[src/design/qtid_pkg.sv]
// ----------------------------------------------------------------------------
// qtid_pkg: shared types and constants
// Field widths, action and register codes, and the register bundle of the
// quadratic table interpolation unit.
// ----------------------------------------------------------------------------
package qtid_pkg;

    localparam int DATA_W      = 32;
    localparam int INDEX_W     = 10;
    localparam int CFG_IDX_W   = 2;
    localparam int QUEUE_DEPTH = 8;

    // action, key and sample bits of a queued word (the fraction comes after)
    localparam int ITEM_FIXED_W = 1 + INDEX_W + DATA_W;

    localparam logic ACT_WRITE = 1'b0;
    localparam logic ACT_EVAL  = 1'b1;

    localparam logic [CFG_IDX_W-1:0] CFG_ORIGIN_X      = 2'd0;
    localparam logic [CFG_IDX_W-1:0] CFG_INV_SPACING   = 2'd1;
    localparam logic [CFG_IDX_W-1:0] CFG_LAST_INTERVAL = 2'd2;

    localparam logic [INDEX_W-1:0] LAST_INTERVAL_RESET = 10'd1020;

    localparam logic signed [DATA_W-1:0] DATA_MAX = 32'sh7FFF_FFFF;
    localparam logic signed [DATA_W-1:0] DATA_MIN = 32'sh8000_0000;

    typedef struct packed {
        logic signed [DATA_W-1:0] origin_x;
        logic        [DATA_W-1:0] inverse_spacing;
        logic        [INDEX_W-1:0] last_interval;
    } t_cfg_regs;

endpackage

[src/design/qtid_front.sv]
// ----------------------------------------------------------------------------
// qtid_front: accept and classify
// Registers each accepted word, scales the position offset by the inverse
// spacing and splits it into a clamped interval index and fraction.
// ----------------------------------------------------------------------------
module qtid_front #(
    parameter int FRAC_BITS = 16
) (
    input  logic                                          i_clk,
    input  logic                                          i_rst_n,
    input  qtid_pkg::t_cfg_regs                           i_cfg,
    input  logic                                          i_accept,
    input  logic                                          i_action,
    input  logic [qtid_pkg::INDEX_W-1:0]                  i_entry_index,
    input  logic signed [qtid_pkg::DATA_W-1:0]            i_entry_value,
    input  logic signed [qtid_pkg::DATA_W-1:0]            i_position,
    output logic                                          o_push,
    output logic [qtid_pkg::ITEM_FIXED_W+FRAC_BITS-1:0]   o_item
);

    localparam int QW = 2 * qtid_pkg::DATA_W - 2 * FRAC_BITS;

    logic signed [qtid_pkg::DATA_W:0]   a_diff;
    logic [qtid_pkg::DATA_W-1:0]        a_off;

    logic                               r_a_valid;
    logic                               r_a_act;
    logic [qtid_pkg::INDEX_W-1:0]       r_a_key;
    logic [qtid_pkg::DATA_W-1:0]        r_a_val;
    logic [qtid_pkg::DATA_W-1:0]        r_a_off;

    logic                               r_b_valid;
    logic                               r_b_act;
    logic [qtid_pkg::INDEX_W-1:0]       r_b_key;
    logic [qtid_pkg::DATA_W-1:0]        r_b_val;
    logic [2*qtid_pkg::DATA_W-1:0]      r_b_prod;

    logic [QW-1:0]                      b_idx_full;
    logic                               b_over;
    logic [qtid_pkg::INDEX_W-1:0]       b_idx;
    logic [FRAC_BITS-1:0]               b_t;
    logic [qtid_pkg::INDEX_W-1:0]       b_key;

    // offset from origin, clamped at zero
    always_comb begin
        a_diff = 33'(i_position) - 33'(i_cfg.origin_x);
        a_off  = (a_diff > 33'sd0) ? a_diff[qtid_pkg::DATA_W-1:0] : '0;
    end

    always_ff @(posedge i_clk) begin
        if (!i_rst_n) begin
            r_a_valid <= 1'b0;
            r_b_valid <= 1'b0;
        end else begin
            r_a_valid <= i_accept;
            r_b_valid <= r_a_valid;
        end
    end

    always_ff @(posedge i_clk) begin
        if (i_accept) begin
            r_a_act <= i_action;
            r_a_key <= i_entry_index;
            r_a_val <= i_entry_value;
            r_a_off <= a_off;
        end
        r_b_act  <= r_a_act;
        r_b_key  <= r_a_key;
        r_b_val  <= r_a_val;
        r_b_prod <= r_a_off * i_cfg.inverse_spacing;
    end

    // index / fraction split, clamp to last interval
    always_comb begin
        b_idx_full = r_b_prod[2*qtid_pkg::DATA_W-1:2*FRAC_BITS];
        b_over     = b_idx_full > QW'(i_cfg.last_interval);
        b_idx      = b_over ? i_cfg.last_interval : b_idx_full[qtid_pkg::INDEX_W-1:0];
        b_t        = b_over ? '0 : r_b_prod[2*FRAC_BITS-1:FRAC_BITS];
        b_key      = (r_b_act == qtid_pkg::ACT_EVAL) ? b_idx : r_b_key;
    end

    assign o_push = r_b_valid;
    assign o_item = {r_b_act, b_key, r_b_val, b_t};

endmodule

[config.mk]
export PLATFORM = sky130hd
export DESIGN_NAME = qtid_front
export DESIGN_NICKNAME = d
export VERILOG_FILES = /design/src/design/qtid_pkg.sv /design/src/design/qtid_front.sv
export SDC_FILE = /design/constraint.sdc
export NUM_CORES = 2
export LEC_CHECK = 0
export ABC_AREA = 0
export BUFFER_PORTS_ARGS = -buffer_cell sky130_fd_sc_hd__clkbuf_2
export CORE_MARGIN = 1.5
export CORE_UTILIZATION = 50
export CTS_CLUSTER_SIZE = 25
export DETAILED_ROUTE_END_ITERATION = 8
export HOLD_SLACK_MARGIN = 0.15
export PLACE_DENSITY = 0.81
export SLEW_MARGIN = 0
export SYNTH_ARGS = -nofsm -noshare
export SYNTH_HDL_FRONTEND = slang
export SYNTH_SLANG_ARGS = --single-unit
[constraint.sdc]
create_clock -name i_clk -period 8.4 [get_ports i_clk]
set_input_delay 2.1 -clock i_clk [delete_from_list [all_inputs] [get_ports i_clk]]
set_output_delay 2.1 -clock i_clk [all_outputs]
set_load 0.05 [all_outputs]
==> impl_metrics.csv <==
group,metric,value,unit
floorplanning,die_x,284,um
global_route,grt_pass1_vias,33369,
floorplanning,io_pins,212,
sta,final-setup-viol-count,13,
synth,synth_area,39500,um^2
floorplanning,die_h,284,um
status,violations,"negative setup slack",
placed_design,gp_congestion,0.933,
drt,wire_per_inst,18.9,um
setup_path,crit_chain,"clkbuf_8 > buf_6 > and2_1 > fa_1 > inv_1 > fa_1 > fa_2 > fa_1 > inv_1 > fa_2 > fa_2 > fa_2 > fa_2 > ha_4 > a21oi_2 > nand2_1 > a221oi_4 > o21ai_2 > a31oi_1 > a21boi_2 > o21a_1 > nor4_4 > or3_1 > xnor2_1",
setup_path,worstPathRequired,8.74,ns
min_path,hold_class,"reg -> reg",
cts,cts_buffer_depth,2,
flow_run,drv_cap,0,
sta,setup_slack,-0.282,ns
layout,drive_gt1_frac,0.171,
setup_path,crit_type,"in -> reg",
synth,yosysTopAreaCell,"fa_1",
setup_path,crit_top_cell,"fa_2",
status,status,"finished with violations",
placed_design,dp_hpwl,85100,um
sta,tightest_slew,1.21,ns
drt,dr_total_vias,29943,
synth,yosysWarnings,0,
synth,ys_types,61,
synth,async_flop_share,0,
floorplanning,die-area,80700,um^2
global_route,antenna_found_initial,4,
global_route,grt_pass1_wl,168000,um
cts,cts_num_sinks,168,
cts,cts_tree,"built",
sta,tns,-1.19,ns
setup_path,worstPathArrival,9.02,ns
cts,path_clk_slew,0.08,ns
global_route,grt_usage,0.262,
sta,drv_slew,0,
layout,syn_to_final_growth,15.4,%
synth,synth_edf_count,75,
setup_path,critPathBufInv,4,
floorplanning,start_util,0.507,
synth,yosys_register_bits,168,
synth,synth-seq-area-share,0.104,
global_route,grt_overflow,0,
sta,finalHoldViolations,0,
sta,worst_clock_skew,0.0154,ns
setup_path,crit_family,"adder cells",
setup_path,worst_setup_path_start_kind,"input port",
setup_path,crit_slowest_cell,"fa_2",
cts,clock_latency,0.46,ns
synth,synthFlopType,"dfxtp_1",
drt,first_iter_violations,1895,
synth,yosysTopAreaCellShare,0.454,
floorplanning,core_area,77800,um^2
floorplanning,num_rows,102,
drt,via_per_inst,5.37,
drt,drt-total-wl,105000,um
synth,syn_area_per_cell,9.41,um^2
cts,cts_hold_buf,0,
sta,max_freq,115,MHz
layout,nets,5866,
synth,synthTopCellsByArea,"fa_1 45%, and2_1 10%, ha_1 9.6%",
sta,min_period,8.68,ns
placed_design,io_buffer_count,211,
setup_path,cpPeakStageDelay,0.58,ns
drt,drc,0,
drt,final_antenna_net_count,0,
sta,period_share,1.03,
global_route,grt_max_degree,77,
layout,n_fill_cell,6120,
synth,syn_nets,5547,
drt,dr.pass1.iters,6,
synth,postSynthCellCount,4197,
cts,clockRootBuffer,"clkbuf_16",
sta,slew_headroom,0.193,
setup_path,cp-end-kind,"register",
sta,rsz0062_at_grt,"true",
setup_path,critPathMaxFanout,14,
cts,h-tree-depth,4,
cts,cts_buffers,17,
-- Yosys cell counts, drive strengths merged (5+ instances only) --
cell and instances:
buf 8, nor2b 11, o21ai 44, o211ai 9
clkbuf 214, and2 642, and3 15, edfxtp 75
nand3 19, fa 896, nand4 19, nor4 10
a21oi 81, xnor2 49, a2111oi 6, inv 952
nor3 11, o21a 15, ha 302, a31oi 20
dfxtp 93, a21o 42, nand2 475, and4 5
xor2 28, o21bai 11, nand2b 7, nor2 85
o31ai 7, a211oi 7
-- what timing repair did --
action / 4_1_cts / 5_1_grt
setup endpoints to repair: 29 / 32
gates cloned: 1 / 2
gates resized for setup: 118 / 200
pin swaps: 72 / 102
setup buffers: 10 / 23
-- per-stage QoR --
| step | setup slack [ns] | hold slack [ns] | cell area, um^2 | util | instances |
|---|---|---|---|---|---|
| floorplan | -0.313 | 0.323 | 39800 | - | 4197 |
| global placement | -0.824 | 0.324 | 43400 | 0.557 | 5503 |
| detailed placement | -0.932 | 0.327 | 43400 | 0.557 | 5503 |
| CTS | -0.191 | 0.340 | 44700 | 0.574 | 5546 |
| global route | -0.491 | 0.340 | 45600 | 0.585 | 5571 |
| finish | -0.282 | 0.336 | 45600 | 0.585 | 5572 |
-- logic make-up (layout without fill, tap and decap cells) --
family,Yosys count,after routing,share of synthesized area
buffers and inverters,1174,1506,0.112
and+or+nand+nor,1307,1307,0.171
adders and majority gates,1198,1198,0.550
xor gates and xnor gates,77,77,0.0171
DFF,168,168,0.104
AOI/OAI and AO/OA,273,273,0.0456
other,0,3,0
-- worst reg2reg max path, cell delays in order (launching register included) --
cell and delay, ns:
edfxtp_1 1.16, buf_4 0.39, nand2_1 0.11, fa_1 0.49, fa_1 0.56, inv_1 0.06, fa_1 0.52, fa_2 0.48
fa_2 0.64, fa_1 0.41, fa_1 0.50, inv_1 0.05, fa_1 0.48, inv_1 0.05, ha_1 0.28, a21oi_1 0.09
o21a_1 0.23, nand2_1 0.12, a21oi_2 0.08, nor3b_4 0.20, a21boi_2 0.12, o21a_1 0.23, buf_4 0.15, o31a_1 0.26
nand2b_1 0.17, a211oi_2 0.19
-- cells in the final DEF (no fill, tap or decap), types with 22 or more instances in the layout --
cell      count
inv_1       925
fa_1        851
and2_1      599
nand2_1     474
ha_1        279
buf_4       260
clkbuf_2    188
dfxtp_1      93
nor2_1       78
edfxtp_1     75
a21oi_1      60
xnor2_1      47
fa_2         45
and2_4       43
a21o_1       42
buf_6        29
inv_2        27
o21ai_0      27
xor2_1       26
ha_4         23
buf_12       22
-- final cells by class --
class	count	area, um^2	area share
multi-input combinational	2855	31900	0.701
sequential	168	4110	0.0903
timing repair buffer	522	4000	0.0878
inverter	952	3570	0.0784
tap	1040	1300	0.0286
clock buffer	17	425	0.00933
clock inverter	15	208	0.00456
antenna	3	7.51	0.000165
-- flip-flops by register name, indices dropped and copies added (netlist names) --
name / count
r_a_off: 32
r_b_prod: 48
r_b_key: 10
o_push: 1
r_a_act: 1
r_a_valid: 1
r_a_val: 32
r_b_act: 1
r_a_key: 10
r_b_val: 32
-- worst paths after layout --
path                             startpoint                    to  slack, ns  depth (start not counted)
hold reg to reg        r_a_val[9]$_DFFE_PP_    r_b_val[9]$_DFF_P_       0.34                          0
setup / recovery                  i_cfg[21]  r_b_prod[63]$_DFF_P_      -0.28                         24
setup reg to reg  r_a_off[15]$_SDFFCE_PP0P_  r_b_prod[62]$_DFF_P_       0.31                         25
hold / removal         r_a_val[9]$_DFFE_PP_    r_b_val[9]$_DFF_P_       0.34                          0
-- per-layer routing --
layer / GRT usage / vias to the layer above / wire length, um
met3: 0.0428 / 423 / 7490
met5: 0 / - / 12
met2: 0.464 / 1293 / 53900
met1: 0.303 / 15230 / 37000
li1: - / 12995 / -
met4: 0.146 / 2 / 6760
Power is left out: the tool's default activity adds up to more than one toggle a clock period on the data nets, which glitch-free logic cannot reach.
