## config.mk

```make
export PLATFORM = sky130hd
export DESIGN_NAME = qtid_queue
export DESIGN_NICKNAME = d
export VERILOG_FILES = /design/src/design/qtid_queue.sv
export SDC_FILE = /design/constraint.sdc
export NUM_CORES = 1
export LEC_CHECK = 0
export BUFFER_PORTS_ARGS = -buffer_cell sky130_fd_sc_hd__buf_2
export CAP_MARGIN = 20
export CORE_UTILIZATION = 40
export DETAILED_ROUTE_END_ITERATION = 10
export GPL_ROUTABILITY_DRIVEN = 0
export PLACE_DENSITY = 0.55
export SETUP_SLACK_MARGIN = 0.1
export SYNTH_ARGS = -nofsm -noshare
export SYNTH_HDL_FRONTEND = slang
export SYNTH_SLANG_ARGS = --single-unit
```

## constraint.sdc

```tcl
create_clock -name i_clk -period 6.5 [get_ports i_clk]
set_clock_uncertainty 0.2 [all_clocks]
set_input_delay 0.325 -clock i_clk [delete_from_list [all_inputs] [get_ports i_clk]]
set_output_delay 0.325 -clock i_clk [all_outputs]
set_load 0.005 [all_outputs]
```

## src/design/qtid_queue.sv

```systemverilog
// ----------------------------------------------------------------------------
// qtid_queue: work queue
// Small FIFO between the front and the back; the writer never overfills it.
// ----------------------------------------------------------------------------
module qtid_queue #(
    parameter int WIDTH = 59,
    parameter int DEPTH = 8
) (
    input  logic             i_clk,
    input  logic             i_rst_n,
    input  logic             i_push,
    input  logic [WIDTH-1:0] i_data,
    input  logic             i_pop,
    output logic             o_empty,
    output logic [WIDTH-1:0] o_data
);

    localparam int PW = $clog2(DEPTH);
    localparam int CW = $clog2(DEPTH + 1);

    logic [WIDTH-1:0] r_mem [DEPTH];
    logic [PW-1:0]    r_wr_ptr;
    logic [PW-1:0]    r_rd_ptr;
    logic [CW-1:0]    r_count;
    logic [CW-1:0]    n_count;

    always_comb begin
        n_count = r_count + CW'(i_push) - CW'(i_pop);
    end

    always_ff @(posedge i_clk) begin
        if (!i_rst_n) begin
            r_wr_ptr <= '0;
            r_rd_ptr <= '0;
            r_count  <= '0;
        end else begin
            if (i_push) begin
                r_wr_ptr <= (r_wr_ptr == PW'(DEPTH - 1)) ? '0 : r_wr_ptr + 1'b1;
            end
            if (i_pop) begin
                r_rd_ptr <= (r_rd_ptr == PW'(DEPTH - 1)) ? '0 : r_rd_ptr + 1'b1;
            end
            r_count <= n_count;
        end
    end

    always_ff @(posedge i_clk) begin
        if (i_push) begin
            r_mem[r_wr_ptr] <= i_data;
        end
    end

    assign o_empty = (r_count == '0);
    assign o_data  = r_mem[r_rd_ptr];

endmodule

```

==> results.py, run 1 <==
metrics = {
    "status": {
        "outcome": "completed",
    },
    "synthesis": {
        "synth_cell_types": 27,
        "ys.flop_type": "edfxtp_1",
        "avgSynthCellArea_sq_um": 24.4,
        "syn_inst": 751,
        "yosysWarnings": 0,
        "synth-edff-count": 472,
        "synth.ff_latch_count": 485,
        "syn_nets": 824,
        "syn_area_sq_mm": 0.0183,
        "async_flop_share": 0,
        "ys_seq_area_frac": 0.788,
    },
    "final_layout": {
        "instances_no_fill": 1606,
        "area_delta_synth_final_pct": 18.8,
        "layout.nets": 1043,
        "drive_gt1_frac": 0.385,
    },
    "cts": {
        "clock-sinks": 485,
        "cts_inserted_buffers": 50,
        "h-tree-depth": 2,
        "root_buffer": "clkbuf_16",
        "post-cts-setup-buffers": 0,
        "clk_latency_ns": 0.57,
        "cts_buffer_depth": 3,
        "clk_pin_slew_ns": 0.06,
        "cts_tree": "built",
    },
    "setup_path": {
        "critical_path.endpoint_type": "output port",
        "worstReg2RegEnd": "r_mem[5][2]",
        "critPathMaxFanout": 77,
        "rrSetupSlack_ns": 3.74,
        "r2r-start": "r_wr_ptr[2]",
        "critical_path_required_ns": 5.97,
        "crit_arrival_ns": 3.24,
        "path_class": "flip-flop to output port",
        "worst_setup_path_start_kind": "flip-flop",
        "reg2reg_depth": 3,
    },
    "route": {
        "finalWirelength_microns": 36500,
        "wire_per_inst_microns": 22.7,
        "vias": 8210,
        "drt_pass1_iterations": 4,
        "ant_nets": 0,
        "vias_per_cell": 5.11,
        "route.detailed.drc": 0,
        "initialDrtViolationCount": 652,
    },
    "sta": {
        "max_freq_mhz": 265,
        "slew_violations": 0,
        "setup_viol_count_final": 0,
        "relSlewSlack": 0.322,
        "hold_viol_final": 0,
        "rsz0062_at_grt": "no",
        "fin_setup_tns_ns": 0,
        "worstMarginPinSlew_ns": 1.01,
        "fin_crit_sh": 0.580,
        "fin_crit_ns": 3.77,
    },
    "die": {
        "dieArea_sq_mm": 0.0467,
        "die_w_microns": 216,
        "io_pins": 123,
        "start_util": 0.405,
        "die_h_microns": 216,
        "core_area_sq_mm": 0.0453,
        "rows": 78,
    },
    "grt": {
        "grt_pass1_vias": 8868,
        "grt_remaining_overflow": 0,
        "gr-usage-all-layers": 0.162,
        "antenna_found_initial": 1,
        "grt_pass1_wl_microns": 55500,
        "grt_max_degree": 78,
    },
    "power": {
        "total_power_uw": 6530,
        "p_leak_uw": 0.00695,
        "p_per_area_mw_per_mm2": 300,
        "ir_drop_v": 0.000179,
    },
    "min_path": {
        "hold_depth": 2,
        "hold_class": "flip-flop to flip-flop",
        "hold_start": "r_rd_ptr[1]",
    },
    "place": {
        "post-dp-hpwl_microns": 18500,
        "place_inst": 1455,
        "port_buffers": 122,
    },
    "job": {
        "max_cap_viol_count": 0,
    },
}
==> per-stage QoR <==
step	setup slack [ns]	util	hold slack (ns)	instance area, sq um
finish	2.73	0.481	0.339	21800
global route	2.43	0.481	0.341	21800
CTS	2.57	0.481	0.308	21800
detailed placement	3.21	0.435	0.337	19700
global placement	3.20	0.435	0.337	19700
floorplan	1.22	-	0.224	18300
==> synth_stat cells (2+ instances only) <==
cell      count  area share
nand2_1       5      0.0010
mux2i_1       4      0.0022
clkbuf_1     15      0.0031
buf_2        14      0.0038
nor2b_1       4      0.0014
nor3_1        2     0.00055
nand2b_1      4      0.0014
buf_8         3      0.0025
and2_1        5      0.0017
dfxtp_1      13       0.014
ha_1          9      0.0061
nor2_1        6      0.0012
mux4_2      118        0.15
mux2_2       59       0.036
inv_1         7      0.0014
edfxtp_1    472        0.77
==> worst max-delay path by stage <==
stage	from	to	slack [ns]	cells after the start
detailed placement	flip-flop	o_data[20]	3.21	4
floorplan	r_wr_ptr[0]	r_mem[0][0]	1.22	2
global placement	flip-flop	o_data[20]	3.20	4
CTS	flip-flop	o_data[20]	2.57	4
global route	flip-flop	o_data[3]	2.43	4
finish	flip-flop	o_data[20]	2.73	4
==> metal layers <==
| layer | GRT usage | vias up | wire (microns) |
|---|---|---|---|
| met5 | 0 | - | 0 |
| met4 | 0.0385 | 0 | 503 |
| met3 | 0.0376 | 43 | 1630 |
| met2 | 0.258 | 156 | 17600 |
| met1 | 0.226 | 4392 | 16800 |
| li1 | - | 3619 | - |
==> power breakdown <==
part | total [uW] | internal [uW] | switching [uW]
Clock | 2540 | 1410 | 1130
Combinational | 454 | 239 | 215
Sequential | 3540 | 3500 | 31.3
Total | 6530 | 5150 | 1370
==> cells by family (layout without fill, tap and decap cells) <==
group / Yosys count / in the layout / synth area share
other: 0 / 1 / 0
buffers and inverters: 41 / 295 / 0.0116
and+or+nand+nor: 28 / 28 / 0.00799
xor gates and xnor gates: 1 / 1 / 0.000478
muxes: 181 / 181 / 0.183
DFF: 485 / 485 / 0.788
AOI/OAI and AO/OA: 5 / 5 / 0.00171
adders and majority gates: 10 / 10 / 0.00724
==> state kept, by name, indices dropped and copies added, names as in the netlist, named ones only <==
name / flops
r_wr_ptr: 3
r_count: 4
r_mem: 472
r_rd_ptr: 3
==> timing repair <==
item / in CTS / in global routing
hold buffers: 63 / 0
endpoints found under the hold margin: 485 / 0
resized for setup: 0 / 0
==> critical path, cell delays in order, from the launching register on <==
cell	delay, ns
dfxtp_4	0.92
buf_12	0.58
mux4_2	0.58
mux2_2	0.32
buf_2	0.14
==> final cells by class <==
| class | instances | area (sq um) |
|---|---|---|
| tap | 600 | 751 |
| clock inverter | 23 | 124 |
| fill | 3723 | 23500 |
| antenna | 1 | 2.50 |
| inverter | 7 | 26.3 |
| multi-input combinational | 225 | 3740 |
| sequential | 485 | 14400 |
| timing repair buffer | 201 | 1390 |
| clock buffer | 64 | 1300 |
==> layout by cell type, fill, tap and decap left out, drive strengths merged, types with 2 or more instances in the layout <==
| cell | n |
|---|---|
| dfxtp | 13 |
| dlygate4sd3 | 63 |
| nor3 | 2 |
| nor2 | 6 |
| edfxtp | 472 |
| mux4 | 118 |
| and2 | 5 |
| mux2i | 4 |
| mux2 | 59 |
| nor2b | 4 |
| buf | 138 |
| clkbuf | 64 |
| nand2 | 5 |
| nand2b | 4 |
| clkinv | 19 |
| ha | 9 |
| clkinvlp | 2 |
| inv | 9 |
(Power assumes the default switching activity.)
==> inputs of run 2 (changes only) <==
clock period = 3.8 ns   (was 6.5 ns; I/O delays follow)
==> run 2 against run 1 <==
Via count grew 0.39%. Largest cell class unchanged. Hold slack worse by 0.13 ns. Critical path depth unchanged. Highest routed layer unchanged. Critical path type unchanged. Combinational power increased by 75%. Power increased by 81%. Largest power group unchanged.
==> results.py, run 2 (synthesis results as in run 1) <==
metrics = {
    "status": {
        "outcome": "completed",
    },
    "grt": {
        "antenna_found_initial": 3,
        "grt_max_degree": 75,
        "gr-usage-all-layers": 0.164,
        "grt_pass1_vias": 9136,
        "grt_remaining_overflow": 0,
        "grt_pass1_wl_microns": 56500,
    },
    "cts": {
        "h-tree-depth": 2,
        "cts_inserted_buffers": 50,
        "clk_pin_slew_ns": 0.06,
        "cts_buffer_depth": 3,
        "cts_tree": "built",
        "post-cts-setup-buffers": 0,
        "clock-sinks": 485,
        "root_buffer": "clkbuf_16",
        "clk_latency_ns": 0.59,
    },
    "setup_path": {
        "critical_path_required_ns": 3.41,
        "worst_setup_path_start_kind": "flip-flop",
        "cpMaxStageDelayCell": "dfxtp_4",
        "critical_path.endpoint_type": "output port",
        "rrSetupSlack_ns": 1.52,
        "path_class": "flip-flop to output port",
        "critPathMaxFanout": 31,
        "crit_arrival_ns": 2.69,
        "slowest_delay_ns": 0.75,
        "path_cells": "buf_12 -> mux4_2 -> mux2_2 -> buf_2",
    },
    "place": {
        "port_buffers": 122,
        "post-dp-hpwl_microns": 19100,
    },
    "die": {
        "die_w_microns": 216,
        "die_h_microns": 216,
        "dieArea_sq_mm": 0.0467,
        "io_pins": 123,
        "start_util": 0.405,
        "rows": 78,
        "core_area_sq_mm": 0.0453,
    },
    "final_layout": {
        "mostFrequentLayoutCells": "edfxtp_1, buf_2, mux4_2",
        "layout.nets": 1046,
        "largest_reg_flops": 472,
        "area_delta_synth_final_pct": 20.9,
        "final_common_cell": "edfxtp_1",
        "regArea_sq_mm": 0.0144,
        "postLayoutCoreUtil": 0.490,
        "drive_gt1_frac": 0.398,
        "reg_top3": "r_mem x472, r_count x4",
        "multi_input_area_sq_mm": 0.00375,
        "fillCellCount": 3710,
        "top_register": "r_mem",
    },
    "sta": {
        "fin_setup_tns_ns": 0,
        "worstMarginPinSlew_ns": 0.787,
        "slew_violations": 0,
        "hold_viol_final": 0,
        "relSlewSlack": 0.475,
        "max_freq_mhz": 324,
        "fin_crit_ns": 3.08,
        "fin_crit_sh": 0.811,
        "rsz0062_at_grt": "no",
        "setup_viol_count_final": 0,
    },
    "route": {
        "vias_per_cell": 5.10,
        "initialDrtViolationCount": 473,
        "drt_pass1_iterations": 6,
        "vias": 8242,
        "route.detailed.drc": 0,
        "ant_nets": 0,
        "finalWirelength_microns": 36800,
        "wire_per_inst_microns": 22.8,
    },
    "power": {
        "p_per_area_mw_per_mm2": 534,
        "ir_drop_v": 0.000279,
        "p_leak_uw": 0.00712,
    },
    "job": {
        "max_cap_viol_count": 0,
    },
    "min_path": {
        "hold_class": "input pin to flip-flop",
    },
}
==> run 2: timing repair <==
item | CTS | global route
resized for setup | 0 | 0
hold buffers | 62 | 0
endpoints found under the hold margin | 485 | 0
==> run 2: power breakdown <==
part           leakage, uW  switching (uW)  total [uW]  internal, uW
Clock             0.000829            1970        5000          3030
Combinational      0.00190             377         796           420
Sequential         0.00440            50.9        6040          5990
==> run 2: critical path, delay by kind of cell (launching register included) <==
family   cells  cell delay, ns
buf+inv      2            0.49
mux          2            0.86
flops        1            0.75
==> run 2: worst paths after layout <==
path | from | to | depth (start not counted)
worst max register to register | r_wr_ptr[2] | r_mem[6][44] | 3
worst min-delay path | i_data[25] | r_mem[0][25] | 2
worst min register to register | r_rd_ptr[1] | flip-flop | 2
worst max-delay path | flip-flop | o_data[17] | 4
==> run 2: layout make-up <==
class                   count  area share
well taps                 600      0.0339
inverters                   7     0.00119
clock buffers              61      0.0601
repair buffers            204      0.0674
clock inverters            31      0.0163
flip-flops and latches    485       0.652
diodes                      3    0.000339
multi-input cells         225       0.169
==> run 2: metrics by stage <==
stage               hold slack, ns  instances  instance area, sq um  total power [uW]  setup WS (ns)
floorplan                   0.0889        751                 18300              6600          0.111
global placement             0.259       1459                 19800              6910           1.25
detailed placement           0.257       1459                 19800              6920           1.23
CTS                          0.171       1613                 22200             12000          0.600
global route                 0.211       1615                 22200             12300          0.544
finish                       0.209       1616                 22200             11800          0.718
==> run 2: routing by layer <==
metal	up-vias	track usage	routed length [microns]
li1	3643	-	-
met1	4389	0.216	16000
met2	150	0.271	18300
met3	60	0.0355	1750
met4	0	0.0528	770
met5	-	0	0
==> inputs of run 3 (changes only) <==
clock period = 3.1 ns   (was 3.8 ns; I/O delays follow)
==> run 3 against run 2 <==
Core utilization is 0.12 points lower. Combinational power grew 24%. Critical path depth did not move. Global-route usage about the same. Die area unchanged. First-iteration DRC count up 29%. Worst setup slack got worse by 0.43 ns. Non-clock buffer count up 3. Sequential cell count stayed put.
==> results.py, run 3 (synthesis results as in run 1) <==
metrics = {
    "sta": {
        "rsz0062_at_grt": "no",
        "worstMarginPinSlew_ns": 0.568,
        "fin_crit_ns": 2.82,
        "fin_crit_sh": 0.908,
        "slew_violations": 0,
        "max_freq_mhz": 355,
        "setup_ws_ns": 0.284,
        "hold_viol_final": 0,
        "timing.hold.ws_ns": 0.170,
        "setup_viol_count_final": 0,
        "relSlewSlack": 0.621,
    },
    "setup_path": {
        "critPathBufInv": 2,
        "worst_setup_path_start_kind": "flip-flop",
        "slowest_delay_ns": 0.54,
        "path_class": "flip-flop to output port",
        "critical_path_required_ns": 2.74,
        "crit_arrival_ns": 2.46,
        "crit_family": "multiplexers",
        "critical_path.endpoint_type": "output port",
        "reg2reg_depth": 3,
        "cp.depth": 4,
        "critPathMaxFanout": 35,
        "path_cells": "buf_12 -> mux4_2 -> mux2_2 -> buf_2",
        "cpMaxStageDelayCell": "dfxtp_4",
    },
    "die": {
        "start_util": 0.405,
        "die_w_microns": 216,
        "core_area_sq_mm": 0.0453,
        "die_h_microns": 216,
        "io_pins": 123,
        "dieArea_sq_mm": 0.0467,
        "rows": 78,
    },
    "grt": {
        "grt_pass1_vias": 9085,
        "grt_remaining_overflow": 0,
        "grt_max_degree": 60,
        "antenna_found_initial": 2,
        "gr-usage-all-layers": 0.164,
        "grt_pass1_wl_microns": 56500,
    },
    "cts": {
        "clock-sinks": 485,
        "root_buffer": "clkbuf_16",
        "cts_resized": 0,
        "cts_buffer_depth": 3,
        "clk_pin_slew_ns": 0.06,
        "h-tree-depth": 2,
        "cts_tree": "built",
        "clk_latency_ns": 0.58,
        "cts_inserted_buffers": 50,
    },
    "route": {
        "ant_nets": 0,
        "wire_per_inst_microns": 22.7,
        "route.detailed.drc": 0,
        "drt_pass1_iterations": 6,
        "finalWirelength_microns": 36700,
        "vias_per_cell": 5.12,
        "vias": 8288,
        "initialDrtViolationCount": 609,
    },
    "final_layout": {
        "area_delta_synth_final_pct": 20.7,
        "regArea_sq_mm": 0.0144,
        "largest_reg_flops": 472,
        "fillCellCount": 3734,
        "multi_input_area_sq_mm": 0.00375,
        "instances_no_fill": 1619,
        "reg_top3": "r_mem x472, r_count x4",
        "top_register": "r_mem",
        "stdcell_area_sq_mm": 0.0221,
        "drive_gt1_frac": 0.392,
        "mostFrequentLayoutCells": "edfxtp_1, buf_2, mux4_2",
        "final_common_cell": "edfxtp_1",
        "postLayoutCoreUtil": 0.488,
        "layout.nets": 1049,
    },
    "min_path": {
        "hold_depth": 2,
        "hold_class": "input pin to flip-flop",
    },
    "power": {
        "p_per_area_mw_per_mm2": 633,
        "ir_drop_v": 0.000415,
        "p_leak_uw": 0.00708,
    },
    "place": {
        "place_area_sq_mm": 0.0199,
        "post-dp-hpwl_microns": 18300,
        "place_inst": 1461,
        "place_ws_ns": 0.815,
        "port_buffers": 122,
    },
    "status": {
        "outcome": "completed",
    },
    "job": {
        "max_cap_viol_count": 0,
    },
}
run 3: cell count changes in the layout (fill, tap and decap cells not counted):
cell | previous run | this run
dlygate4sd3_1 | 62 | 63
buf_12 | 9 | 16
clkinv_2 | 7 | 8
clkinv_1 | 12 | 11
clkbuf_1 | 7 | 15
diode_2 | 3 | 2
clkbuf_8 | 4 | 3
bufinv_16 | 8 | 2
buf_4 | 11 | 6
run 3: layout make-up:
cell class,count,area share
timing repair buffer,207,0.0726
multi-input combinational,225,0.170
clock buffer,68,0.0610
sequential,485,0.653
inverter,7,0.00119
tap,600,0.0339
clock inverter,25,0.00826
antenna,2,0.000226
run 3: path summary, 6_finish.rpt:
path                                   from  slack (ns)           end
worst max-delay path              flip-flop        0.28    o_data[17]
worst min-delay path             i_data[22]        0.17  r_mem[5][22]
worst max register to register  r_wr_ptr[0]        1.18  r_mem[0][45]
worst min register to register  r_rd_ptr[2]        0.35     flip-flop
run 3: timing repair:
item / 4_1_cts / 5_1_grt
hold buffers: 63 / 0
buffers inserted: 0 / 0
hold endpoints to repair: 485 / 0
run 3: metal layers:
layer,global-route usage,vias up,part of all wire
li1,-,3648,-
met1,0.229,4429,0.46
met2,0.260,164,0.48
met3,0.0385,47,0.045
met4,0.0413,0,0.017
met5,0,-,0
run 3: stage by stage:
stage          total power (uW)  TNS, ns
2_1_floorplan              8090  -243.40
3_3_place_gp               8480        0
3_5_place_dp               8490        0
4_1_cts                   14200        0
5_1_grt                   14600        0
6_report                  14000        0
run 3: report_power, final:
part           leakage [uW]  switching [uW]  internal, uW
combinational       0.00193             466           523
clock              0.000748            2400          3210
sequential          0.00440            59.0          7350
total               0.00708            2930         11100
